==> config.mk <==
export PLATFORM = sky130hd
export DESIGN_NAME = gclp_ram
export DESIGN_NICKNAME = d
export VERILOG_FILES = /design/src/gclp_ram.sv
export SDC_FILE = /design/constraint.sdc
export NUM_CORES = 1
export LEC_CHECK = 0
export ABC_AREA = 1
export CORE_UTILIZATION = 55
export DETAILED_ROUTE_END_ITERATION = 10
export DONT_BUFFER_PORTS = 1
export GPL_ROUTABILITY_DRIVEN = 0
export HOLD_SLACK_MARGIN = 0.1
export PLACE_DENSITY = 0.77
export SLEW_MARGIN = 0
export SYNTH_ARGS = -nofsm -noshare
export SYNTH_HDL_FRONTEND = slang
export SYNTH_SLANG_ARGS = --single-unit
==> constraint.sdc <==
create_clock -name clk -period 4.19 [get_ports clk]
set_input_delay 0.2095 -clock clk [delete_from_list [all_inputs] [get_ports clk]]
set_output_delay 0.2095 -clock clk [all_outputs]
set_load 0.02 [all_outputs]
==> src/gclp_ram.sv <==
// ----------------------------------------------------------------------------
// gclp_ram: simple dual-port RAM
// One write port and one read port with registered read data.
// ----------------------------------------------------------------------------
`timescale 1ns / 1ps

module gclp_ram #(
	parameter int DEPTH = 64,
	parameter int WIDTH = 8
) (
	input  logic                     clk,
	input  logic                     we,
	input  logic [$clog2(DEPTH)-1:0] waddr,
	input  logic [WIDTH-1:0]         wdata,
	input  logic [$clog2(DEPTH)-1:0] raddr,
	output logic [WIDTH-1:0]         rdata
);

	logic [WIDTH-1:0] mem_q [DEPTH];

	// Write port
	always_ff @(posedge clk) begin
		if (we) begin
			mem_q[waddr] <= wdata;
		end
	end

	// Registered read port
	always_ff @(posedge clk) begin
		rdata <= mem_q[raddr];
	end

endmodule

Yosys cells after proc, flatten, opt, wreduce, memory -nomap -nowiden
Memory sizes are Yosys's and may differ from the RTL's. A register that Yosys moved wholly into a read port is not among the register bits.
Index checks and enable logic that the tools add are counted.
- bits in registers: 0
- latch bits: 0
- RAM bits: 512
- ROM bits: 0
- input port bits: 22
- output and inout port bits: 8
- word-level logic and storage cells: 3
- memories kept: 1
- $add $sub $neg: 0
- multiply operators: 0
- divide/modulo/power cells: 0
- $lt $le $gt $ge: 0
- equality and inequality tests: 0
- shifts and indexed selects: 0
- muxes and demuxes: 2
- bitwise logic cells: 0
- reductions and logical operators: 0
- memory list (name ; depth ; width ; read ports ; clocked after memory_dff ; write ports ; RTL line ; RTL):
    mem_q ; 64 ; 8 ; 1 ; 1 ; 1 ; 19 ; logic [WIDTH-1:0] mem_q [DEPTH];
- operators with widths (kind ; number):
    two-way mux 1 bit ; 2

Depth between registers and ports, before layout
- depth after elaboration: 2
- depth in mapped cells: 12
- depth with buffers taken out: 9

Least setup slack after synthesis
Ideal clock, no wire load.
- path type: input port to flip-flop
- from: in we
- to: mem mem_q[48][0] (enable)
- setup time: 395 ps
- arrival: 1581 ps
- data required time: 3795 ps
- path slack: 2214 ps
- stages: 3
- path buffers: 1
- cells stage by stage: clkbuf_1 nand4_1 nor4_1
- cells in the longest elaborated chain, start to end: 2
- RTL lines (item ; RTL line ; RTL):
    start: declaration ; 12 ; input logic we,
    two-way mux 1 bit ; 23 ; if (we) begin
    two-way mux 1 bit (implied by the code) ; 24 ; mem_q[waddr] <= wdata;
    end: declaration ; 19 ;
Every way passes these cells.

==> PnR_summary.wiki <==
{| class="wikitable"
! Metric !! Value
|-
| Seq/Total Area, Yosys || 72.80%
|-
| Wire length reported by the detailed router || 49,990 um
|-
| Final setup skew || 0.02161 ns
|-
| Summed negative setup slack over all endpoints || 0 ns
|-
| Max Buffers Root-to-Sink || 3
|-
| Initial antenna violation count || 0
|-
| Crit path required time || 4.70 ns
|-
| # clock sinks || 520
|-
| Port Buf Inserts || 0
|-
| End of the worst register-to-register path || rdata[6]
|-
| Wire length of the first global-routing pass || 76,760 um
|-
| Cell area after synthesis || 0.02134 mm2
|-
| Category of the critical setup timing path || in -> reg
|-
| Global route total overflow || 0
|-
| Maximum achievable frequency || 268.7 MHz
|-
| Clock-pin slew reported for the worst setup and hold paths after clock tree synthesis || 0.06 ns
|-
| H-Tree Depth || 2
|-
| Sequential share of power || 53.9%
|-
| Overall global routing resource usage || 26.04%
|-
| Final-report max-slew violation count || 0
|-
| Count of mapped cells out of synthesis || 1,805
|-
| Worst IR Drop VDD || 0.0003714 V
|-
| Category of the worst setup path capture point || flip-flop
|-
| Largest net degree at the start of global routing || 258
|-
| CTS tree || yes
|-
| Number of buffers created by CTS || 50
|-
| Static Leakage || 8.273 nW
|-
| Final hold viol count || 0
|-
| Number of iterations in the first detailed-routing pass || 6
|-
| Switching pwr || 2.263 mW
|-
| Setup repair after global routing missed its margin || false
|-
| R2R Path Start || mem_q[43][6]
|-
| R2R setup slack || 1.33 ns
|-
| Power density over cell area || 461.1 mW/mm2
|-
| Number of instances in the placed design || 2,216
|-
| Number of max-capacitance violations reported || 0
|-
| Top-level I/O count || 30
|-
| Post-CTS resize count || 0
|-
| Run status || complete, no violations
|-
| Share of post-route cells with drive strength above 1 || 4.827%
|-
| Clock Power Share || 40.8%
|-
| Final nets || 1,808
|-
| Critical path startpoint category || input port
|-
| Hold Path Cell Cnt || 6
|-
| Switching part of the total || 21.07%
|-
| Number of global-route vias before repair || 13,470
|-
| Avg Vias per Cell || 5.970
|-
| Initial standard-cell utilization of the core || 56.26%
|-
| Post-detailed-route wirelength per cell || 21.42 um
|-
| Least-Margin Pin Slew || 1.176 ns
|-
| Logic pwr share || 5.4%
|-
| Post-route ant nets || 0
|-
| Post-synthesis to final-layout area growth || 9.194%
|-
| Iter 0 DRT Violations || 1,659
|-
| Die Outline Area || 0.03959 mm2
|-
| Data arrival time at the worst-slack endpoint || 4.23 ns
|-
| Post-layout min period || 3.722 ns
|-
| Cell internal pwr || 8.480 mW
|-
| Worst r2r path cells || 11
|-
| Flop and latch count out of synthesis || 520
|-
| Slowest cell on the critical path || inv_6
|-
| Hold crit path type || in -> reg
|-
| Vert. Die Dim || 199.0 um
|-
| Number of warnings issued by yosys || 0
|-
| HPWL after detailed placement || 26,770 um
|-
| Buffers inserted during post-CTS setup optimization || 0
|-
| DRC violation count after routing || 0
|-
| Headroom to the max-slew limit || 21.49%
|-
| Area of the placeable core || 0.03793 mm2
|-
| Clock root cell || clkbuf_16
|-
| Min-Delay Endpoint || rdata[0]
|-
| Post-cts hold buffer count || 29
|-
| Longest individual stage delay on the worst path || 0.78 ns
|-
| Layout Cells excl Fill || 2,334
|-
| Routed vias || 13,930
|-
| Final setup vio count || 0
|-
| Final period util || 88.83%
|-
| Inserted Diodes || 0
|-
| Worst hold start || raddr[2]
|-
| Net Count, Synth || 1,827
|-
| Critical Path, Cell by Cell || inv_6 > buf_12 > nand2_1 > nand3_1 > nand3_1 > nand2_1 > nand2_1 > nand3_1 > dlygate4sd3_1 > nand3_1 > dlygate4sd3_1 > nand2_1 > dlygate4sd3_1
|-
| Distinct cell type count after synthesis || 16
|-
| Highest net fanout along the worst path || 257
|-
| Site row count || 71
|-
| DIE WIDTH || 199.0 um
|-
| Syn Area/Cell || 11.82 um2
|-
| Clock Latency Late Sink || 0.56 ns
|}
[critical path: cells and delay by family]
kind / cells / cell delay [ns]
buf+inv: 5 / 2.89
simple gates: 8 / 0.72
[area by class of cell]
cell class / count / area (um2)
Fill cell: 2819 / 14630
Clock buffer: 68 / 1350
Tap cell: 511 / 639.4
Sequential cell: 520 / 15530
Inverter: 12 / 52.55
Timing Repair Buffer: 42 / 553.0
Multi-Input combinational cell: 1160 / 4946
Clock inverter: 21 / 225.2
[cell families after synthesis]
kind of cell	count (synthesis)	synth area share [%]
simple gates	1160	23.18
flops	520	72.80
buf+inv	125	4.022
[routing by layer]
metal	wire [um]	GRT usage, %
met1	19440	34.97
met2	23660	41.71
met3	4738	4.713
met4	2153	11.65
met5	0	0
[synth_stat cells (all sizes together)]
cell / instances / area share [%]
buf: 98 / 3.5
nor2: 56 / 0.99
dfxtp: 8 / 0.75
nand3: 439 / 10
nand4: 9 / 0.26
inv: 12 / 0.23
nand2: 648 / 11
nor4: 8 / 0.23
edfxtp: 512 / 72
clkbuf: 15 / 0.26
[registers in the layout (all words and copies together), names as in the netlist]
name and flops:
mem_q 512, rdata 8
[placed cells by master (no fill, tap or decap), drive strengths merged]
cell and n:
buf 21, dlygate4sd3 21, dfxtp 8, clkinvlp 1, nand3 439, nor2 56
clkbuf 68, nor4 8, inv 13, edfxtp 512, bufinv 5, nand2 648
nand4 9, clkinv 14
[power by group through the flow]
stage | clock, mW | sequential [mW] | combinational (mW)
after floorplan | 0 | 5.89 | 0.405
after global placement | 0 | 5.90 | 0.406
after detailed placement | 0 | 5.90 | 0.419
after CTS | 4.40 | 5.79 | 0.570
after global routing | 4.60 | 5.79 | 0.628
final | 4.38 | 5.79 | 0.578
[worst max path at each step]
stage / startpoint / to / slack [ns] / cells past startpoint
after floorplan: we / mem_q[48][0] / 2.21 / 3
final: raddr[0] / rdata[6] / 0.47 / 13
after CTS: raddr[0] / rdata[6] / 0.96 / 13
after global placement: waddr[0] / mem_q[30][3] / 1.92 / 3
after global routing: raddr[0] / rdata[6] / 0.64 / 13
after detailed placement: raddr[0] / rdata[6] / 1.86 / 10
[per-stage QoR]
stage | utilization, % | worst slack (ns) | hold WS [ns] | power, mW | area (um2)
global placement | 56.14 | 1.921 | 0.3163 | 6.302 | 21300
floorplan | - | 2.214 | 0.3084 | 6.294 | 21340
finish | 61.43 | 0.4680 | 0.1217 | 10.74 | 23300
global route | 61.43 | 0.6356 | 0.1046 | 11.01 | 23300
CTS | 61.43 | 0.9607 | 0.1009 | 10.76 | 23300
detailed placement | 56.14 | 1.864 | 0.3153 | 6.316 | 21300
Power figures use the tool's default switching activity.
