[config.mk]
export PLATFORM = sky130hd
export DESIGN_NAME = gclp_ctrl
export DESIGN_NICKNAME = d
export VERILOG_FILES = /design/src/gclp_pkg.sv /design/src/gclp_ctrl.sv
export SDC_FILE = /design/constraint.sdc
export NUM_CORES = 1
export LEC_CHECK = 0
export ABC_CLOCK_PERIOD_IN_PS = 14800
export BUFFER_PORTS_ARGS = -buffer_cell sky130_fd_sc_hd__buf_2
export CELL_PAD_IN_SITES_DETAIL_PLACEMENT = 0
export CELL_PAD_IN_SITES_GLOBAL_PLACEMENT = 2
export CORE_MARGIN = 1.5
export CORE_UTILIZATION = 38
export DETAILED_ROUTE_END_ITERATION = 10
export HOLD_SLACK_MARGIN = 0.1
export PLACE_DENSITY = 0.94
export SKIP_CTS_REPAIR_TIMING = 1
export SKIP_LAST_GASP = 1
export SLEW_MARGIN = 20
export SYNTH_ARGS = -nofsm -noshare
export SYNTH_HDL_FRONTEND = slang
export SYNTH_SLANG_ARGS = --single-unit
[constraint.sdc]
create_clock -name clk -period 14.8 [get_ports clk]
set_input_delay 0 -clock clk [delete_from_list [all_inputs] [get_ports clk]]
set_output_delay 0 -clock clk [all_outputs]
set_load 0.02 [all_outputs]
[src/gclp_pkg.sv]
// ----------------------------------------------------------------------------
// gclp_pkg: shared constants and types for the letter path engine
// Grid limits, field widths, register codes and the control bundles that
// pass between the sequencer and the column cells.
// ----------------------------------------------------------------------------
`timescale 1ns / 1ps

package gclp_pkg;

	// Grid limits
	localparam int MAX_ROWS = 64;
	localparam int MAX_COLS = 64;

	// Derived widths
	localparam int ROW_AW = $clog2(MAX_ROWS);
	localparam int COL_W  = $clog2(MAX_COLS);
	localparam int ROWS_W = $clog2(MAX_ROWS + 1);
	localparam int COLS_W = $clog2(MAX_COLS + 1);
	localparam int POS_W  = $clog2(MAX_ROWS * MAX_COLS + 1);
	localparam int STEP_W = $clog2(MAX_ROWS + 2);

	// Fixed field widths
	localparam int CFG_W  = 7;
	localparam int CHAR_W = 8;
	localparam int LEN_W  = 8;
	localparam int DATA_W = 32;
	localparam int ADDR_W = 3;

	// Path starts at this byte; a path can hold at most 256 - 'A' levels
	localparam logic [CHAR_W-1:0] LETTER_A   = 8'd65;
	localparam logic [LEN_W-1:0]  MAX_LEVELS = LEN_W'(256 - 65);

	// Register index codes
	localparam logic REG_ROWS = 1'b0;
	localparam logic REG_COLS = 1'b1;

	// One grid cell write during loading
	typedef struct packed {
		logic             we;
		logic [COL_W-1:0]  bank;
		logic [ROW_AW-1:0] addr;
	} gclp_load_t;

	// Row base used to fetch one grid row from the linear banks
	typedef struct packed {
		logic [COL_W-1:0]  base_bank;
		logic [ROW_AW-1:0] base_addr;
		logic [COL_W-1:0]  rot;
	} gclp_read_t;

	// Per-cycle control broadcast to every column cell during a sweep
	typedef struct packed {
		logic              shift;
		logic              clear;
		logic              wr_en;
		logic              first;
		logic              rd_valid;
		logic              rd_bank;
		logic              wr_bank;
		logic [ROW_AW-1:0] rd_row;
		logic [ROW_AW-1:0] wr_row;
		logic [CHAR_W-1:0] target;
	} gclp_sweep_t;

endpackage

[src/gclp_ctrl.sv]
// ----------------------------------------------------------------------------
// gclp_ctrl: load counter and level sequencer
// Tracks the raster load position, then runs one row sweep per level and
// counts the non-empty levels.
// ----------------------------------------------------------------------------
`timescale 1ns / 1ps

module gclp_ctrl (
	input  logic                          clk,
	input  logic                          arst_n,
	input  logic                          start,
	input  logic                          last_cell,
	input  logic [gclp_pkg::CFG_W-1:0]    rows_cfg,
	input  logic [gclp_pkg::CFG_W-1:0]    cols_cfg,
	input  logic                          any_hit,
	output logic                          busy,
	output logic                          done,
	output logic [gclp_pkg::LEN_W-1:0]    path_length,
	output logic [gclp_pkg::COLS_W-1:0]   cols_eff,
	output gclp_pkg::gclp_load_t          ld,
	output gclp_pkg::gclp_read_t          rd,
	output gclp_pkg::gclp_sweep_t         ctl
);

	localparam logic ST_LOAD  = 1'b0;
	localparam logic ST_SWEEP = 1'b1;
	localparam int   TOT_W    = gclp_pkg::ROWS_W + gclp_pkg::COLS_W;
	localparam int   SRC_W    = gclp_pkg::COL_W + 1;

	logic                          state_q;
	logic [gclp_pkg::ROWS_W-1:0]   rows_eff;
	logic [TOT_W-1:0]              total;
	logic [gclp_pkg::POS_W-1:0]    pos_q;
	logic [gclp_pkg::COL_W-1:0]    ld_bank_q;
	logic [gclp_pkg::ROW_AW-1:0]   ld_addr_q;
	logic [gclp_pkg::STEP_W-1:0]   step_q;
	logic [gclp_pkg::COL_W-1:0]    base_bank_q;
	logic [gclp_pkg::ROW_AW-1:0]   base_addr_q;
	logic [gclp_pkg::COL_W-1:0]    rot_q;
	logic [gclp_pkg::LEN_W-1:0]    count_q;
	logic                          bank_q;
	logic                          any_q;
	logic                          rd_valid_q;
	logic                          done_q;
	logic [gclp_pkg::LEN_W-1:0]    len_q;
	logic                          accept;
	logic                          store;
	logic                          sweep_end;
	logic                          any_now;
	logic [gclp_pkg::LEN_W-1:0]    count_inc;
	logic [SRC_W-1:0]              base_sum;

	// Clamp the size registers into range
	always_comb begin
		if (rows_cfg == '0) begin
			rows_eff = gclp_pkg::ROWS_W'(1);
		end else if (int'(rows_cfg) > gclp_pkg::MAX_ROWS) begin
			rows_eff = gclp_pkg::ROWS_W'(gclp_pkg::MAX_ROWS);
		end else begin
			rows_eff = gclp_pkg::ROWS_W'(rows_cfg);
		end
		if (cols_cfg == '0) begin
			cols_eff = gclp_pkg::COLS_W'(1);
		end else if (int'(cols_cfg) > gclp_pkg::MAX_COLS) begin
			cols_eff = gclp_pkg::COLS_W'(gclp_pkg::MAX_COLS);
		end else begin
			cols_eff = gclp_pkg::COLS_W'(cols_cfg);
		end
	end

	assign total  = TOT_W'(rows_eff) * TOT_W'(cols_eff);
	assign accept = start && (state_q == ST_LOAD);
	assign store  = accept && (TOT_W'(pos_q) < total);

	// Cell writes go to the linear banks
	assign ld.we   = store;
	assign ld.bank = ld_bank_q;
	assign ld.addr = ld_addr_q;

	// Row base and the rotation that lines the fetched row up by column
	assign rd.base_bank = base_bank_q;
	assign rd.base_addr = base_addr_q;
	assign rd.rot       = rot_q;
	assign base_sum     = SRC_W'(base_bank_q) + SRC_W'(cols_eff);

	// Sweep control broadcast
	assign ctl.shift    = (state_q == ST_SWEEP);
	assign ctl.clear    = (step_q == '0);
	assign ctl.wr_en    = (state_q == ST_SWEEP) && (step_q >= gclp_pkg::STEP_W'(2));
	assign ctl.first    = (count_q == '0);
	assign ctl.rd_valid = rd_valid_q;
	assign ctl.rd_bank  = bank_q;
	assign ctl.wr_bank  = ~bank_q;
	assign ctl.rd_row   = step_q[gclp_pkg::ROW_AW-1:0];
	assign ctl.wr_row   = gclp_pkg::ROW_AW'(step_q - gclp_pkg::STEP_W'(2));
	assign ctl.target   = gclp_pkg::LETTER_A + count_q;

	assign sweep_end = (step_q == gclp_pkg::STEP_W'(rows_eff) + gclp_pkg::STEP_W'(1));
	assign any_now   = any_q | any_hit;
	assign count_inc = count_q + gclp_pkg::LEN_W'(1);

	assign busy        = (state_q == ST_SWEEP);
	assign done        = done_q;
	assign path_length = len_q;

	// Load position and sweep sequencer
	always_ff @(posedge clk or negedge arst_n) begin
		if (!arst_n) begin
			state_q     <= ST_LOAD;
			pos_q       <= '0;
			ld_bank_q   <= '0;
			ld_addr_q   <= '0;
			step_q      <= '0;
			base_bank_q <= '0;
			base_addr_q <= '0;
			rot_q       <= '0;
			count_q     <= '0;
			bank_q      <= 1'b0;
			any_q       <= 1'b0;
			rd_valid_q  <= 1'b0;
			done_q      <= 1'b0;
			len_q       <= '0;
		end else begin
			done_q <= 1'b0;
			unique case (state_q)
				ST_LOAD: begin
					// advance the raster position on each stored cell
					if (store) begin
						pos_q <= pos_q + gclp_pkg::POS_W'(1);
						if (ld_bank_q == gclp_pkg::COL_W'(gclp_pkg::MAX_COLS - 1)) begin
							ld_bank_q <= '0;
							ld_addr_q <= ld_addr_q + gclp_pkg::ROW_AW'(1);
						end else begin
							ld_bank_q <= ld_bank_q + gclp_pkg::COL_W'(1);
						end
					end
					// final cell: rewind the load position and start level one
					if (accept && last_cell) begin
						state_q     <= ST_SWEEP;
						pos_q       <= '0;
						ld_bank_q   <= '0;
						ld_addr_q   <= '0;
						step_q      <= '0;
						base_bank_q <= '0;
						base_addr_q <= '0;
						count_q     <= '0;
						any_q       <= 1'b0;
					end
				end
				ST_SWEEP: begin
					rd_valid_q <= (step_q < gclp_pkg::STEP_W'(rows_eff));
					rot_q      <= base_bank_q;
					// step the row base by one grid row
					if (base_sum >= SRC_W'(gclp_pkg::MAX_COLS)) begin
						base_bank_q <= gclp_pkg::COL_W'(base_sum - SRC_W'(gclp_pkg::MAX_COLS));
						base_addr_q <= base_addr_q + gclp_pkg::ROW_AW'(1);
					end else begin
						base_bank_q <= gclp_pkg::COL_W'(base_sum);
					end
					if (sweep_end) begin
						step_q      <= '0;
						base_bank_q <= '0;
						base_addr_q <= '0;
						any_q       <= 1'b0;
						if (!any_now) begin
							// empty level ends the path
							state_q <= ST_LOAD;
							done_q  <= 1'b1;
							len_q   <= count_q;
						end else if (count_inc == gclp_pkg::MAX_LEVELS) begin
							// byte range exhausted
							state_q <= ST_LOAD;
							done_q  <= 1'b1;
							len_q   <= count_inc;
						end else begin
							count_q <= count_inc;
							bank_q  <= ~bank_q;
						end
					end else begin
						step_q <= step_q + gclp_pkg::STEP_W'(1);
						any_q  <= any_now;
					end
				end
				default: begin
					state_q <= ST_LOAD;
				end
			endcase
		end
	end

endmodule

* Yosys cells after proc, flatten, opt, wreduce, memory -nomap -nowiden
Cells that the tools add are included.
** Word-level totals
- Bits in registers :: 71
- Bits of input ports :: 19
- Output and inout port bits :: 75
- Word-level logic and storage cells :: 102
** Operators by class
- Add/sub/neg operators :: 11
- $mul :: 1
- $lt $le $gt $ge :: 6
- Equality and inequality tests :: 9
- Muxes and demuxes :: 41
- Bitwise gates (word level) :: 4
- Reductions and logical operators :: 16
** Operators by type and width (count)
- $mux 6 :: 11
- $mux 8 :: 6
- $mux 7 :: 6
- $mux 13 :: 2
- $pmux 6 s2 :: 2
- $logic_not 7->1 :: 3
- $add 6x1->6 const B :: 3
- $pmux 8 s2 :: 1
- $add 7x1->7 const B :: 2
- $gt 7x7->1 const B :: 2
- $lt 13x14->1 :: 1
- $mul 7x7->14 :: 1
- $pmux 7 s2 :: 1
- $add 13x1->13 const B :: 1
- $mux 1 :: 10
- $add 7x8->8 const A :: 1
- $add 8x1->8 const B :: 1
- $eq 8x8->1 const B :: 1
- $logic_not 8->1 :: 1
- $ne 2x1->1 const B :: 4
- $reduce_and 4->1 :: 2
- $add 6x7->7 :: 1
- $eq 7x7->1 :: 1
- $ge 7x2->1 const B :: 1
- other kinds (14) :: 23

* Depth between registers and ports, before layout
- Word-level depth :: 8
- Depth in mapped cells :: 28
- Depth with buffers taken out :: 26

* Least setup slack after synthesis
OpenSTA, ideal clock, no wires.
- Path type :: input to register
- Start :: input port cols_cfg[6] (netlist bit)
- End :: register pos_q[12] (netlist bit)
- Setup time :: 0.078 ns
- Arrival time :: 6.056 ns
- Required time :: 14.722 ns
- Path slack :: 8.666 ns
- Cell stages on the path :: 27
- Buffers on the path :: 2
- Cells stage by stage :: clkbuf_1 nand2b_1 inv_1 nand2_1 fa_1 fa_1 inv_1 fa_1 inv_1 fa_1 inv_1 ha_1 o21ai_0 nand2b_1 a31o_2 a21o_1 a21oi_1 xor2_1 ha_1 o21a_1 o21ai_0 o31ai_1 a211o_1 and2_4 buf_6 or4_1 a21oi_1
** Between the ends
- Cells in the longest elaborated chain, start to end :: 8
- Elaborated cells between the ends (all ways) :: 9
- Those cells by class :: mul: 1; order compare: 2; mux: 2; reduce/logical: 4
** Ends and longest elaborated chain
- start: declaration :: line gclp_ctrl.sv:14 : input logic [gclp_pkg::CFG_W-1:0] cols_cfg,
- $gt 7x7->1 :: line gclp_ctrl.sv:64 : end else if (int'(cols_cfg) > gclp_pkg::MAX_COLS) begin
- $mux 7 :: line gclp_ctrl.sv:64
- $mux 7 (*) :: line gclp_ctrl.sv:62 : if (cols_cfg == '0) begin
- net cols_eff (one bit) :: line gclp_ctrl.sv:19 : output logic [gclp_pkg::COLS_W-1:0] cols_eff,
- $mul 7x7->14 (*) :: line gclp_ctrl.sv:71 : assign total = TOT_W'(rows_eff) * TOT_W'(cols_eff);
- $lt 13x14->1 (*) :: line gclp_ctrl.sv:73 : assign store = accept && (TOT_W'(pos_q) < total);
- $logic_and 1x1->1 (*) :: line gclp_ctrl.sv:73
- $reduce_bool 2->1 (no source line) (*)
- $reduce_and 2->1 (no source line) (*)
- end signal: assignment :: line gclp_ctrl.sv:129 : pos_q <= pos_q + gclp_pkg::POS_W'(1);
- end: declaration :: line gclp_ctrl.sv:33 : logic [gclp_pkg::POS_W-1:0] pos_q;
The timed path passes the listed nets; every way through them passes the cells marked *.
A chain may end at the register's enable or synchronous reset.

==> results.ini <==
[run_status]
status=finished, final reports clean

[pwr]
vdd_drop_max_v=0.000101
power.density_mw_per_mm2=147
p_leak_nw=3.67

[global_route]
overflow=0
grt_max_degree=72
track_usage_pct=18.8
top_usage_layer=met2
grt_use_met2_pct=29.8
grt_pass1_wl_um=26600
grt_pass1_vias=5291
antenna_found_initial=0
met3_usage_pct=3.40
grtUsageMet1_pct=26.4

[route]
viasPerCell=5.32
drc=0
vias=5404
first_pass_iters=4
wirelength_um=16100
drt_first_iter_violations=303
drtAntennaViolNets=0
routedWlPerCell_um=15.8

[placed_design]
placed_cell_area_mm2=0.00685
port_buffers=93
placed_cells=997
place_congestion=0.839
dpl.hpwl_um=12300

[sta]
tightestPinTransition_ns=1.05
fin_crit_sh_pct=47.4
clock-skew-final_ns=0.00785
period_minus_slack_ns=7.02
grt_setup_unrepaired=no
setup-tns-final_ns=0
finalHoldViolations=0
max_freq_mhz=142
slew_violations=0
finalSetupViolCount=0
slew_headroom_pct=30.1

[clocking]
path_clk_slew_ns=0.06
clock_sinks=71
cts_buffer_depth=2
tritoncts=built
cts_buffers=9
h-tree-depth=3
clock_latency_ns=0.33
cts_root_buf=clkbuf_16

[die]
core_area_mm2=0.0160
ios=94
rows=46
die_area_mm2=0.0173
die_h_um=131
die_w_um=131
start_util_pct=39.2

[cells_and_area]
n_antenna_cell=0
area_delta_synth_final_pct=15.3
layout-drive-gt1-share_pct=16.6
fin_area_mm2=0.00723
fillers=1610
fin_cells=1016
nets=909
multi_input_area_mm2=0.00404
register_area_mm2=0.00178

[setup_path]
r2r_setup_slack_ns=11.61
endpoint_kind=output pin
worstSetupPathType=primary input to output pin
cp_max_fo=14
start_kind=primary input
required_ns=14.80
worstSetupStartpoint=rows_cfg[6]
critPathCapture=ld[12]
critPathArrivalTime_ns=7.02
worstRegToRegCells=8
r2r-end=pos_q[2]
timing.rr.start=pos_q[2]

[job]
cap_violations=0

[yosys]
synthTopCellsByArea=dfrtp_1 28%, ha_1 14%, fa_1 8.0%
synth.cell_area_mm2=0.00627
synth_top_area_share_pct=28.3
synth_edf_count=0
synthCells=722
async_reset_ff_share_pct=100
post-synth-top-area-cell=dfrtp_1
synth_common_cells=73 x inv_1, 71 x dfrtp_1, 70 x ha_1
synth_seq_cells=71
synth.most_common_cell=inv_1
synth_nets=836
ys_warn_count=0
ys_seq_area_share_pct=28.3
synth.distinct_cells=59
synth.avg_cell_area_um2=8.69
synth_top_flop_cell=dfrtp_1

[worst_hold_path]
hp-class=primary input to register
min_from=start

## power by group
part	switching, mW	leakage [nW]	internal (mW)
Sequential	0.0854	0.891	0.253
Clock	0.0843	0.165	0.162
Combinational	0.281	2.61	0.200
Total	0.451	3.67	0.614
## stage by stage
step                utilization (%)  hold WS, ns  power, mW  setup WS (ns)
detailed placement             42.8        0.243      0.822           7.52
finish                         45.2        0.273       1.07           7.78
floorplan                         -       -0.296      0.684           8.67
global route                   45.2        0.300       1.15           7.17
global placement               42.8        0.233      0.803           7.77
CTS                            45.0       -0.102       1.07           7.80
## kinds of logic (layout without fill, tap and decap cells)
family	Yosys count	count (layout)	share of synthesized area [%]
AOI/OAI and AO/OA	154	154	16.2
buffers and inverters	111	189	7.48
and+or+nand+nor	241	241	18.7
DFF	71	71	28.3
adders and majority gates	95	95	21.9
xor gates and xnor gates	39	39	5.45
muxes	11	11	1.90
## registers in the layout, indices dropped and copies added, names as in the netlist
signal,count
base_bank_q,6
pos_q,13
path_length,8
ld_bank_q,6
busy,1
base_addr_q,6
any_q,1
ld_addr_q,6
step_q,7
rd_valid_q,1
bank_q,1
rot_q,6
count_q,8
done,1
## cell type report
cell class                 instances  area share, %
sequential                        71           24.6
inverter                          73           3.79
multi-input combinational        540           55.9
timing repair buffer             100           7.27
clock buffer                      12           3.69
tap                              216           3.74
clock inverter                     4           1.06
## per-layer routing
layer	up-vias	routed length (um)	part of all wire [%]
met4	0	178	1.1
li1	2645	-	-
met3	13	760	4.7
met5	-	0	0
met2	131	7330	46
met1	2615	7800	49
## layout by cell type, fill, tap and decap left out, drive strengths merged, types with 14 or more instances in the layout
cell type / count
nand3: 35
nand2: 61
buf: 97
xnor2: 25
inv: 73
fa: 25
a21o: 18
a21oi: 39
dfrtp: 71
xor2: 14
ha: 70
nor2: 60
nor3: 15
o21ai: 32
## how the worst min path moves through the flow
stage	cells past startpoint	to	slack, ns
after floorplan	0	any_q	-0.30
final	4	ld_addr_q[0]	0.27
after global routing	4	ld_addr_q[0]	0.30
after detailed placement	3	any_q	0.24
after global placement	3	any_q	0.23
after CTS	3	any_q	-0.10
## critical path, cell delays in order
cell,delay [ns]
buf_2,0.21
inv_1,0.19
a22oi_2,0.43
inv_1,0.15
nand2_1,0.12
fa_1,0.43
fa_1,0.55
inv_1,0.06
fa_1,0.53
inv_1,0.06
fa_1,0.53
inv_1,0.04
ha_1,0.31
o21ai_0,0.15
nand2b_1,0.11
a31o_2,0.27
a21o_1,0.17
a21oi_1,0.16
xor2_1,0.19
ha_1,0.27
o21a_1,0.11
o21ai_0,0.27
o31ai_1,0.13
a211o_1,0.40
a21oi_1,0.85
buf_2,0.32
No activity file was read; power rests on OpenSTA's default activity.
