$ cat config.mk
export PLATFORM = sky130hd
export DESIGN_NAME = gclp_cell
export DESIGN_NICKNAME = d
export VERILOG_FILES = /design/src/gclp_pkg.sv /design/src/gclp_ram.sv /design/src/gclp_cell.sv
export SDC_FILE = /design/constraint.sdc
export NUM_CORES = 1
export LEC_CHECK = 0
export ABC_AREA = 1
export BUFFER_PORTS_ARGS = -buffer_cell sky130_fd_sc_hd__buf_2
export CAP_MARGIN = 20
export CORE_ASPECT_RATIO = 2
export CORE_MARGIN = 2
export CORE_UTILIZATION = 50
export DETAILED_ROUTE_END_ITERATION = 12
export PLACE_DENSITY = 0.68
export SLEW_MARGIN = 20
export SYNTH_ARGS = -nofsm -noshare
export SYNTH_HDL_FRONTEND = slang
export SYNTH_SLANG_ARGS = --single-unit
$ cat constraint.sdc
create_clock -name clk -period 3.33 [get_ports clk]
set_input_delay 0.666 -clock clk [delete_from_list [all_inputs] [get_ports clk]]
set_output_delay 0.666 -clock clk [all_outputs]
set_load 0.02 [all_outputs]
$ cat src/gclp_pkg.sv
// ----------------------------------------------------------------------------
// gclp_pkg: shared constants and types for the letter path engine
// Grid limits, field widths, register codes and the control bundles that
// pass between the sequencer and the column cells.
// ----------------------------------------------------------------------------
`timescale 1ns / 1ps

package gclp_pkg;

	// Grid limits
	localparam int MAX_ROWS = 64;
	localparam int MAX_COLS = 64;

	// Derived widths
	localparam int ROW_AW = $clog2(MAX_ROWS);
	localparam int COL_W  = $clog2(MAX_COLS);
	localparam int ROWS_W = $clog2(MAX_ROWS + 1);
	localparam int COLS_W = $clog2(MAX_COLS + 1);
	localparam int POS_W  = $clog2(MAX_ROWS * MAX_COLS + 1);
	localparam int STEP_W = $clog2(MAX_ROWS + 2);

	// Fixed field widths
	localparam int CFG_W  = 7;
	localparam int CHAR_W = 8;
	localparam int LEN_W  = 8;
	localparam int DATA_W = 32;
	localparam int ADDR_W = 3;

	// Path starts at this byte; a path can hold at most 256 - 'A' levels
	localparam logic [CHAR_W-1:0] LETTER_A   = 8'd65;
	localparam logic [LEN_W-1:0]  MAX_LEVELS = LEN_W'(256 - 65);

	// Register index codes
	localparam logic REG_ROWS = 1'b0;
	localparam logic REG_COLS = 1'b1;

	// One grid cell write during loading
	typedef struct packed {
		logic             we;
		logic [COL_W-1:0]  bank;
		logic [ROW_AW-1:0] addr;
	} gclp_load_t;

	// Row base used to fetch one grid row from the linear banks
	typedef struct packed {
		logic [COL_W-1:0]  base_bank;
		logic [ROW_AW-1:0] base_addr;
		logic [COL_W-1:0]  rot;
	} gclp_read_t;

	// Per-cycle control broadcast to every column cell during a sweep
	typedef struct packed {
		logic              shift;
		logic              clear;
		logic              wr_en;
		logic              first;
		logic              rd_valid;
		logic              rd_bank;
		logic              wr_bank;
		logic [ROW_AW-1:0] rd_row;
		logic [ROW_AW-1:0] wr_row;
		logic [CHAR_W-1:0] target;
	} gclp_sweep_t;

endpackage

$ cat src/gclp_ram.sv
// ----------------------------------------------------------------------------
// gclp_ram: simple dual-port RAM
// One write port and one read port with registered read data.
// ----------------------------------------------------------------------------
`timescale 1ns / 1ps

module gclp_ram #(
	parameter int DEPTH = 64,
	parameter int WIDTH = 8
) (
	input  logic                     clk,
	input  logic                     we,
	input  logic [$clog2(DEPTH)-1:0] waddr,
	input  logic [WIDTH-1:0]         wdata,
	input  logic [$clog2(DEPTH)-1:0] raddr,
	output logic [WIDTH-1:0]         rdata
);

	logic [WIDTH-1:0] mem_q [DEPTH];

	// Write port
	always_ff @(posedge clk) begin
		if (we) begin
			mem_q[waddr] <= wdata;
		end
	end

	// Registered read port
	always_ff @(posedge clk) begin
		rdata <= mem_q[raddr];
	end

endmodule

$ cat src/gclp_cell.sv
// ----------------------------------------------------------------------------
// gclp_cell: one grid column of the frontier engine
// Holds the column's frontier bits in two banks, keeps a three-row window
// and decides the column's next-level bit for the row in the middle.
// ----------------------------------------------------------------------------
`timescale 1ns / 1ps

module gclp_cell (
	input  logic                         clk,
	input  logic                         arst_n,
	input  gclp_pkg::gclp_sweep_t        ctl,
	input  logic                         col_ok,
	input  logic [gclp_pkg::CHAR_W-1:0]  char_in,
	input  logic                         left_in,
	input  logic                         right_in,
	output logic                         col_or,
	output logic                         hit
);

	logic                        fr_rd;
	logic                        next_bit;
	logic                        prev_q;
	logic                        cur_q;
	logic [gclp_pkg::CHAR_W-1:0] char_q;
	logic                        touch;
	logic                        new_bit;

	// Frontier store: old level in one bank, new level in the other
	gclp_ram #(
		.DEPTH(2 * gclp_pkg::MAX_ROWS),
		.WIDTH(1)
	) u_fr_ram (
		.clk  (clk),
		.we   (ctl.wr_en),
		.waddr({ctl.wr_bank, ctl.wr_row}),
		.wdata(new_bit),
		.raddr({ctl.rd_bank, ctl.rd_row}),
		.rdata(fr_rd)
	);

	// Rows past the bottom edge read as empty
	assign next_bit = fr_rd & ctl.rd_valid;

	// Column summary handed to both neighbors
	assign col_or = prev_q | cur_q | next_bit;

	// Any of the 8 neighbors on the old frontier
	assign touch = left_in | right_in | prev_q | next_bit;

	// Next-level bit for the middle row of the window
	assign new_bit = col_ok && (char_q == ctl.target) && (ctl.first || touch);
	assign hit     = new_bit & ctl.wr_en;

	// Advance the window one row
	always_ff @(posedge clk or negedge arst_n) begin
		if (!arst_n) begin
			prev_q <= 1'b0;
			cur_q  <= 1'b0;
		end else if (ctl.clear) begin
			prev_q <= 1'b0;
			cur_q  <= 1'b0;
		end else if (ctl.shift) begin
			prev_q <= cur_q;
			cur_q  <= next_bit;
		end
	end

	// Hold the character of the row entering the window
	always_ff @(posedge clk) begin
		if (ctl.shift) begin
			char_q <= char_in;
		end
	end

endmodule

* Word level (Yosys, flattened, before mapping)
Memory sizes are Yosys's and may differ from the RTL's. A register that Yosys moved wholly into a read port is not among the register bits.
Cells that the tools add are included.
** Word-level totals
- Bits in registers :: 10
- Memory bits (writable) :: 128
- Bits of input ports :: 40
- Output and inout bits :: 2
- Word-level logic and storage cells :: 22
- Memories kept :: 1
** Memory list
- u_fr_ram.mem_q :: words 128, bits a word 1, read ports 1, clocked after Yosys merged registers in 1, write ports 1, RTL line gclp_ram.sv:19 : logic [WIDTH-1:0] mem_q [DEPTH];
** Cells by class
- Equal/unequal tests :: 1
- Multiplexer cells :: 6
- Bitwise operators :: 7
- Reduce and logical (&&, ||, !) cells :: 4
** Operators with widths (count)
- $eq 8x8->1 :: 1
- $mux 1 :: 6
- $or 1x1->1 :: 5
- $and 1x1->1 :: 2
- $logic_and 1x1->1 :: 2
- $reduce_bool 2->1 :: 1
- $logic_or 1x1->1 :: 1

* Longest topological paths before layout
Gate-level depths: netlist of the first run.
- Word-level depth :: 6
- Depth in mapped cells :: 12

* Cells and area by module
A second synthesis of the first run with hierarchy kept.
** Unflattened totals
- Cells, all modules :: 691
- Area, all modules :: 6473.7 µm²
** By module, submodules not included
- gclp_ram :: instances 1, cells each 620, area an instance 5926.9 µm²
- gclp_cell :: instances 1, cells each 71, area an instance 546.8 µm²

* Least setup slack after synthesis of the first run
OpenSTA, ideal clock, no wires.
- Path kind :: input-to-reg
- Start :: input port ctl[4] (netlist bit)
- End :: memory u_fr_ram.mem_q[0] (data pin)
- Arrival :: 2.500 ns
- Setup slack :: 0.344 ns
- Stages :: 5
- Cell sequence :: xnor2_1 nand3_1 nor3_1 nand3_1 inv_1
** Between the ends
- Cells in the longest elaborated chain, start to end :: 3
** Ends and longest elaborated chain
- from (decl) :: RTL line gclp_cell.sv:11 : input gclp_pkg::gclp_sweep_t ctl,
- $eq 8x8->1 :: RTL line gclp_cell.sv:51 : assign new_bit = col_ok && (char_q == ctl.target) && (ctl.first || touch);
- $logic_and 1x1->1 (2 in a row) :: RTL line gclp_cell.sv:51
- net new_bit :: RTL line gclp_cell.sv:26 : logic new_bit;
- to (decl) :: RTL line gclp_ram.sv:19
The timed path passes the listed nets, and every way through them passes these cells.

* Final worst setup path of the first run
- Start :: register u_fr_ram.rdata, read port of u_fr_ram.mem_q
- End :: output port hit
** Between the ends
- Cells in the longest elaborated chain, start to end :: 5
** Ends and longest elaborated chain
- from (decl) :: RTL line gclp_ram.sv:16 : output logic [WIDTH-1:0] rdata
- $and 1x1->1 :: RTL line gclp_cell.sv:42 : assign next_bit = fr_rd & ctl.rd_valid;
- $or 1x1->1 :: RTL line gclp_cell.sv:48 : assign touch = left_in | right_in | prev_q | next_bit;
- $logic_or 1x1->1 :: RTL line gclp_cell.sv:51
- $logic_and 1x1->1 :: RTL line gclp_cell.sv:51
- $and 1x1->1 :: RTL line gclp_cell.sv:52 : assign hit = new_bit & ctl.wr_en;
- to (decl) :: RTL line gclp_cell.sv:17 : output logic hit
Every way passes these cells.

==> results of run 1 <==
==> power by group <==
| part | internal, mW | switching (mW) |
|---|---|---|
| registers | 1.91 | 0.00576 |
| logic | 0.0643 | 0.163 |
| clock network | 1.26 | 0.734 |
==> stage by stage <==
step,hold slack [ns],worst slack [ns],cells
floorplan,0.370,0.344,659
global placement,0.451,0.895,821
detailed placement,0.454,0.819,821
CTS,0.0179,0.888,853
global route,0.0186,0.750,853
finish,0.0238,0.940,853
==> path summary, 6_finish.rpt <==
check | start | to | slack, ns | cells after the start
setup / recovery | u_fr_ram.rdata | hit | 0.94 | 5
max in group asynchronous | arst_n | cur_q | 3.21 | 1
setup reg to reg | u_fr_ram.rdata | u_fr_ram.mem_q[13] | 1.55 | 5
hold / removal | arst_n | prev_q | 0.02 | 1
hold reg to reg | u_fr_ram.rdata | cur_q | 0.51 | 2
min in group clk | char_in[7] | char_q[7] | 0.42 | 1
==> cell families after synthesis <==
logic type	Yosys count	synth area share, %
compound gates	8	0.706
xor+xnor	5	0.686
buf+inv	64	4.88
flops	139	65.1
simple gates	443	28.7
==> registers in the layout, summed over array words and instances (netlist names) <==
signal          cells
u_fr_ram.mem_q    128
char_q              8
cur_q               1
prev_q              1
u_fr_ram.rdata      1
==> cell usage after synthesis (2+ instances only) <==
cell and instances:
inv_1 30, buf_6 5, o21ai_0 3, a21oi_1 3, buf_4 5, nor3_1 13
buf_1 2, nand3_1 120, dfrtp_1 2, edfxtp_1 136, nor2_1 133, xor2_1 4
buf_2 12, nand2_1 177, clkbuf_1 9
==> final cells by class <==
cell class	count	area [um^2]	share of cell area [%]
clock inverter	14	195	2.69
inverter	31	118	1.62
tap	150	188	2.59
sequential	139	4150	57.3
timing repair buffer	45	248	3.42
clock buffer	18	429	5.92
multi-input combinational	456	1920	26.5
==> metal layers <==
metal  share of wire, %  GRT usage, %
met1                 37          26.4
met2                 53          42.4
met3                6.2          4.67
met4                3.2          11.1
met5                  0             0
==> run summary, run 1 <==
Hold Crit Class - in -> async
fmax - 418 MHz
CTS resizes - 0
synthesized area - 6380 um^2
Initial Utilization - 50.8%
Post-synth ARST share - 1.44%
slew margin rel. - 40.0%
status - finished, final reports clean
n_diodes - 0
setup TNS - 0 ns
TritonRoute pass-1 iters - 5
Hold Vio Cnt, Final - 0
H-tree depth - 4
Max VDD drop - 0.417 mV
TritonCTS Buffers - 17
Setup Skew - 0.00812 ns
Worst path slowest cell - dfxtp_1
Max Slew Vio Count - 0
final setup vio count - 0
min Tclk post-route - 2.39 ns
syn avg cell area - 9.69 um^2
max cap viols - 0
delay-heaviest family, CP - compound AO/OA/AOI/OAI gates
Setup CP Type - reg -> out
clk sink count - 139
Cell variety after synth - 20
fin util - 57.7%
vias per cell - 5.65
Required @ worst endpoint - 2.66 ns
post-CTS setup buffer count - 0
detailed-route DRC error count - 0
Initial DRC Count - 508
Yosys top cell by area - edfxtp_1
Cells after Synth - 659
actual slew at the worst max-slew pin - 0.898 ns
commonest non-fill, non-tap cell in the layout - nand2_1
Post-synth EDFFs - 136
crit share post-route - 71.8%
worst path cell trace - a21oi_1 -> a221oi_1 -> nand3_1 -> nor2_1 -> buf_2
Max clock buf depth - 2
root buf cell - clkbuf_16
CTS tree - done
Area growth syn-to-layout - 13.6%
initial antenna violation count - 0
area of the core - 12,600 um^2
Max FO, Critical Path - 2
RD Place Congestion - 0.825
post-synth net total - 699
cell area after layout - 7250 um^2
placed cell area - 6620 um^2
Seq/Total Area, Yosys - 65.1%
I/O pins - 42
Overall Power - 4.13 mW
Die Height - 164 um
ANT nets after route - 0
register bit count reported by yosys - 139
Worst path max stage delay - 0.38 ns
Post-DP HPWL - 9.44 mm
Pwr Density - 570 nW/um^2
Skew-Pair Late Insertion Delay - 0.42 ns
Total Nets Final - 730
vias in the first global route - 4,734
CP Capture Type - output port
num rows - 58
aggregate global-route resource usage - 23.5%
CP Data Arrival Time - 1.72 ns
first-pass GRT wire length - 24.5 mm
maximum number of pins on one net before global-route repair - 129
Hold Buf Count CTS - 0
CP Buf/Inv Count - 1
I/O Buffers - 41
CTS clk-pin slew, worst paths - 0.06 ns
total vias in the final route - 4,819
Synth top area share - 64.0%
Synth Flop Type - edfxtp_1
most frequent cells in the layout - 177 x nand2_1, 136 x edfxtp_1, 133 x nor2_1
P_leak - 2.80 nW
Fillers - 1,093
yosys warns - 0
DIE AREA - 13,700 um^2
layout cells sized above 1 - 11.0%
Overflow after GRT - 0
top post-synthesis cells by area - edfxtp_1 64%, nand2_1 10%, nand3_1 9.4%
final wirelength - 15.6 mm
chip width - 83.9 um
CP startpoint kind - flop
unrepaired setup endpoints after global routing - no
routed len/inst - 18.3 um
Note: power is estimated with default switching activity, not from simulation.
==> inputs of run 2 (changes only) <==
ABC_AREA = 0   (was 1)
clock period = 2.5 ns   (was 3.33 ns; I/O delays follow)
==> run summary, run 2 <==
Cell variety after synth - 35
Multi-input gate area - 1920 um^2
HP Start - ctl[25]
Die Height - 161 um
DIE AREA - 13,300 um^2
TritonRoute pass-1 iters - 5
register bit count reported by yosys - 139
min Tclk post-route - 2.47 ns
aggregate global-route resource usage - 22.0%
total vias in the final route - 3,799
dpl cells - 612
CTS tree - done
CTS clk-pin slew, worst paths - 0.06 ns
initial antenna violation count - 0
setup ws final - 0.0283 ns
final wirelength - 13.5 mm
commonest non-fill, non-tap cell in the layout - edfxtp_1
Post-DP HPWL - 8.90 mm
Adder-Cell Fraction of Synth Area - 0%
reg2reg setup slack - 0.37 ns
Total Nets Final - 525
Max clock buf depth - 2
max cap viols - 0
Hold Crit Class - in -> reg
I/O pins - 42
hold endpoint - cur_q
Pwr Density - 743 nW/um^2
vias in the first global route - 3,870
Initial Utilization - 51.1%
Post-synth ARST share - 1.44%
top post-synthesis cells by count - 136 x edfxtp_1, 133 x nor2_1, 26 x mux4_2, 16 x nand2_1, 14 x nand3_1
max FFs per register - 128
CP Capture Type - output port
synthesized area - 6150 um^2
unrepaired setup endpoints after global routing - yes
Initial DRC Count - 315
actual slew at the worst max-slew pin - 0.520 ns
fmax - 405 MHz
FF-to-FF End - u_fr_ram.mem_q[127]
Reg with most FFs - u_fr_ram.mem_q
setup TNS - 0 ns
hold path depth - 2
Worst path max stage delay - 0.38 ns
Setup CP Type - reg -> out
Simple-Gate Fraction of Synth Area - 14.8%
maximum number of pins on one net before global-route repair - 69
Max Slew Vio Count - 0
syn avg cell area - 14.4 um^2
yosys warns - 0
delay-heaviest family, CP - simple AND/OR/NAND/NOR gates
main combinational cell family by area after synthesis - simple AND/OR/NAND/NOR gates
P_leak - 2.64 nW
H-tree depth - 4
reg2reg start - char_q[4]
Compound-Gate Fraction of Synth Area - 0.773%
TritonCTS Buffers - 17
Max FO, Critical Path - 2
root buf cell - clkbuf_16
Overflow after GRT - 0
post-route insts no fill - 645
RD Place Congestion - 0.778
crit share post-route - 98.9%
vias per cell - 5.89
Hold Vio Cnt, Final - 0
first-pass GRT wire length - 20.6 mm
routed len/inst - 21.0 um
top-count cell post-synth - edfxtp_1
Setup Skew - 0.0129 ns
clk sink count - 139
top post-synthesis cells by area - edfxtp_1 66%, mux4_2 9.5%, nor2_1 8.1%
num rows - 57
ANT nets after route - 0
CP Data Arrival Time - 1.97 ns
CP Buf/Inv Count - 1
area of the core - 12,100 um^2
Worst path slowest cell - edfxtp_1
Seq. cell area - 4150 um^2
chip width - 82.5 um
Fillers - 904
Yosys top cell by area - edfxtp_1
r2r worst-path depth - 6
post-CTS setup buffer count - 0
Regs by FF count - u_fr_ram.mem_q x128, char_q x8
worst path cell trace - xor2_1 -> nor4_2 -> nand4_1 -> nor4_4 -> and2_4 -> buf_6
Area growth syn-to-layout - 18.3%
Place WS - 0.123 ns
n_diodes - 0
CP startpoint kind - flop
status - finished, final reports clean
Cells after Synth - 426
Required @ worst endpoint - 2.00 ns
xor and xnor fraction of the mapped netlist area - 1.14%
Synth Flop Type - edfxtp_1
I/O Buffers - 41
Seq/Total Area, Yosys - 67.5%
final setup vio count - 0
Synth top area share - 66.4%
mux contribution to synthesized area - 14.1%
layout cells sized above 1 - 24.7%
slew margin rel. - 64.5%
Max VDD drop - 0.519 mV
post-synth net total - 466
most frequent cells in the layout - 136 x edfxtp_1, 133 x nor2_1, 40 x buf_2
detailed-route DRC error count - 0
Skew-Pair Late Insertion Delay - 0.42 ns
Post-synth EDFFs - 136
## run 2: changes by cell type after synthesis, sizes merged, moves of 4 or more
cell and delta:
buf -15, nor3 -8, nor2b +10, nor4 +5
nand2 -161, nand4 +8, clkbuf +4, inv -30
mux4 +33, nand2b +5, nand3 -106, mux2i +10
## run 2: metrics by stage
stage	total power, mW	hold slack, ns	utilization [%]	instance area, um^2
2_1_floorplan	2.76	0.204	-	6170
6_report	5.41	0.245	60.4	7280
3_3_place_gp	2.86	0.285	55.1	6650
3_5_place_dp	2.87	0.289	55.1	6650
4_1_cts	5.44	0.232	60.3	7270
5_1_grt	5.56	0.233	60.4	7280
## run 2: cell families after synthesis
logic type,count (synthesis)
mux,43
simple gates,206
xor+xnor,8
flops,139
buf+inv,23
compound gates,7
## run 2: worst max path at each step
stage | from | endpoint | slack, ns | cells after the start
after floorplan | ctl[4] | hit | -1.76 | 5
after global placement | ctl[14] | u_fr_ram.rdata | 0.18 | 7
after detailed placement | ctl[4] | u_fr_ram.mem_q[40] | 0.12 | 7
after CTS | char_q[4] | hit | -0.01 | 6
after global routing | char_q[4] | hit | -0.10 | 6
final | char_q[4] | hit | 0.03 | 6
## run 2: cell type report
class	instances	share of cell area, %
Tap cell	147	2.53
Clock buffer	18	5.89
Multi-Input combinational cell	264	26.4
Clock inverter	14	2.51
Sequential cell	139	57.0
Inverter	1	0.0515
Timing Repair Buffer	62	5.62
## run 2: metal layers
metal / part of all wire (%) / global-route usage [%] / up-vias
met5: 0 / 0 / -
met4: 1.7 / 8.33 / 0
met3: 6.2 / 4.78 / 19
met2: 55 / 37.1 / 133
met1: 37 / 27.1 / 1932
li1: - / - / 1715
## run 2: worst register-to-register path: stages, from the launching register on
cell and delay (ns):
edfxtp_1 0.38, xor2_1 0.16, nor4_2 0.26, nand4_1 0.18, nor4_4 0.27, buf_4 0.36
buf_12 0.29
## run 2: timing repair
item | CTS | global route
hold buffers | 1 | 0
setup endpoints to repair | 1 | 1
resized for setup | 2 | 2
hold endpoints to repair | 2 | 0
pin swaps | 0 | 0
## run 2: power by group
| part | switching, mW | internal [mW] | total (mW) |
|---|---|---|---|
| registers | 0.00716 | 2.54 | 2.55 |
| logic | 0.164 | 0.111 | 0.275 |
| clock network | 0.999 | 1.59 | 2.59 |
| total | 1.17 | 4.24 | 5.41 |
==> inputs of run 3 (changes only) <==
PLACE_DENSITY = 0.73   (was 0.68)
TNS_END_PERCENT = 1   (was unset)
==> run summary, run 3 (same netlist as run 2, synthesis figures left out) <==
status - finished with violations
failing checks - negative setup slack
clk sink count - 139
cell area after layout - 7220 um^2
Pwr Density - 746 nW/um^2
CTS tree - done
vias per cell - 5.93
ANT nets after route - 0
aggregate global-route resource usage - 21.8%
post-route insts no fill - 637
Hold Vio Cnt, Final - 0
layout cells sized above 1 - 22.9%
vias in the first global route - 3,977
placed cell area - 6600 um^2
Area growth syn-to-layout - 17.3%
fin util - 59.9%
Fillers - 904
I/O pins - 42
Overflow after GRT - 0
area of the core - 12,100 um^2
unrepaired setup endpoints after global routing - yes
total vias in the final route - 3,776
n_diodes - 0
Required @ worst endpoint - 2.00 ns
Max FO, Critical Path - 2
maximum number of pins on one net before global-route repair - 128
commonest non-fill, non-tap cell in the layout - edfxtp_1
Clock power frac - 47.7%
P_leak - 2.62 nW
Initial Utilization - 51.1%
final wirelength - 13.3 mm
max cap viols - 0
dpl cells - 606
detailed-route DRC error count - 0
CP Capture Type - output port
RD Place Congestion - 0.756
TritonCTS Buffers - 17
Die Height - 161 um
CTS clk-pin slew, worst paths - 0.05 ns
CP startpoint kind - flop
fmax - 400 MHz
setup ws final - -0.00250 ns
max FFs per register - 128
Post-DP HPWL - 8.30 mm
H-tree depth - 4
Max VDD drop - 0.501 mV
Initial DRC Count - 316
Int Pwr - 4.30 mW
TritonRoute pass-1 iters - 5
slew margin rel. - 55.2%
Max Slew Vio Count - 0
actual slew at the worst max-slew pin - 0.670 ns
Total Nets Final - 519
most frequent cells in the layout - 136 x edfxtp_1, 133 x nor2_1, 40 x buf_2
crit share post-route - 100%
Regs by FF count - u_fr_ram.mem_q x128, char_q x8
Setup CP Type - reg -> out
chip width - 82.5 um
initial antenna violation count - 0
DIE AREA - 13,300 um^2
final setup vio count - 1
Hold Crit Class - in -> reg
post-CTS setup buffer count - 0
routed len/inst - 20.8 um
Switching Fraction - 20.3%
NetSw - 1.09 mW
I/O Buffers - 41
CP Data Arrival Time - 2.00 ns
Skew-Pair Late Insertion Delay - 0.41 ns
root buf cell - clkbuf_16
Flop pwr share - 47.3%
combinational fraction of design power - 5.0%
Max clock buf depth - 2
first-pass GRT wire length - 20.6 mm
Reg with most FFs - u_fr_ram.mem_q
min Tclk post-route - 2.50 ns
num rows - 57
Setup Skew - 0.00689 ns
run 3: power groups by stage:
stage          Clock [mW]  Combinational, mW  Sequential (mW)
2_1_floorplan           0              0.160             2.60
3_3_place_gp            0              0.261             2.60
3_5_place_dp            0              0.266             2.60
4_1_cts              2.59              0.270             2.55
5_1_grt              2.69              0.291             2.55
6_report             2.57              0.269             2.55
run 3: final cells by class:
cell class	count	area, um^2	area share [%]
tap	147	184	2.55
clock inverter	13	178	2.46
multi-input combinational	264	1910	26.5
sequential	139	4150	57.5
inverter	1	3.75	0.0520
timing repair buffer	56	364	5.04
clock buffer	17	425	5.89
run 3: worst paths after layout:
path	depth (start not counted)	endpoint	start	slack [ns]
worst min-delay path	2	cur_q	ctl[25]	0.26
worst min register to register	2	cur_q	u_fr_ram.rdata	0.48
min in group asynchronous	2	cur_q	arst_n	0.41
max in group asynchronous	2	prev_q	arst_n	2.00
worst max register to register	6	u_fr_ram.mem_q[95]	char_q[1]	0.35
worst max-delay path	6	hit	char_q[1]	-0.002
run 3: through the flow:
| step | worst slack (ns) | hold slack [ns] | power, mW | TNS [ns] |
|---|---|---|---|---|
| after floorplan | -1.76 | 0.204 | 2.76 | -187.59 |
| after global placement | 0.199 | 0.286 | 2.86 | 0 |
| after detailed placement | 0.146 | 0.292 | 2.86 | 0 |
| after CTS | -0.0238 | 0.248 | 5.41 | -0.0238 |
| after global routing | -0.104 | 0.250 | 5.53 | -0.104 |
| final | -0.00250 | 0.257 | 5.39 | -0.00250 |
run 3: critical path, stage by stage (launching register included):
cell      delay [ns]
edfxtp_1        0.38
xor2_1          0.16
nor4_1          0.27
nand4_1         0.18
nor4_4          0.29
and2_4          0.21
buf_6           0.11
run 3: what timing repair did:
action | in CTS | in global routing
gates cloned | 0 | 0
hold buffers | 1 | 0
gates resized for setup | 2 | 1
hold endpoints to repair | 2 | 0
endpoints found under the setup margin | 1 | 1
run 3: per-layer routing:
metal | global-route usage [%] | vias to the layer above | routed length (um)
met5 | 0 | - | 0
met2 | 36.6 | 157 | 7190
met1 | 25.6 | 1878 | 4860
met4 | 11.1 | 0 | 521
li1 | - | 1702 | -
met3 | 4.72 | 39 | 687
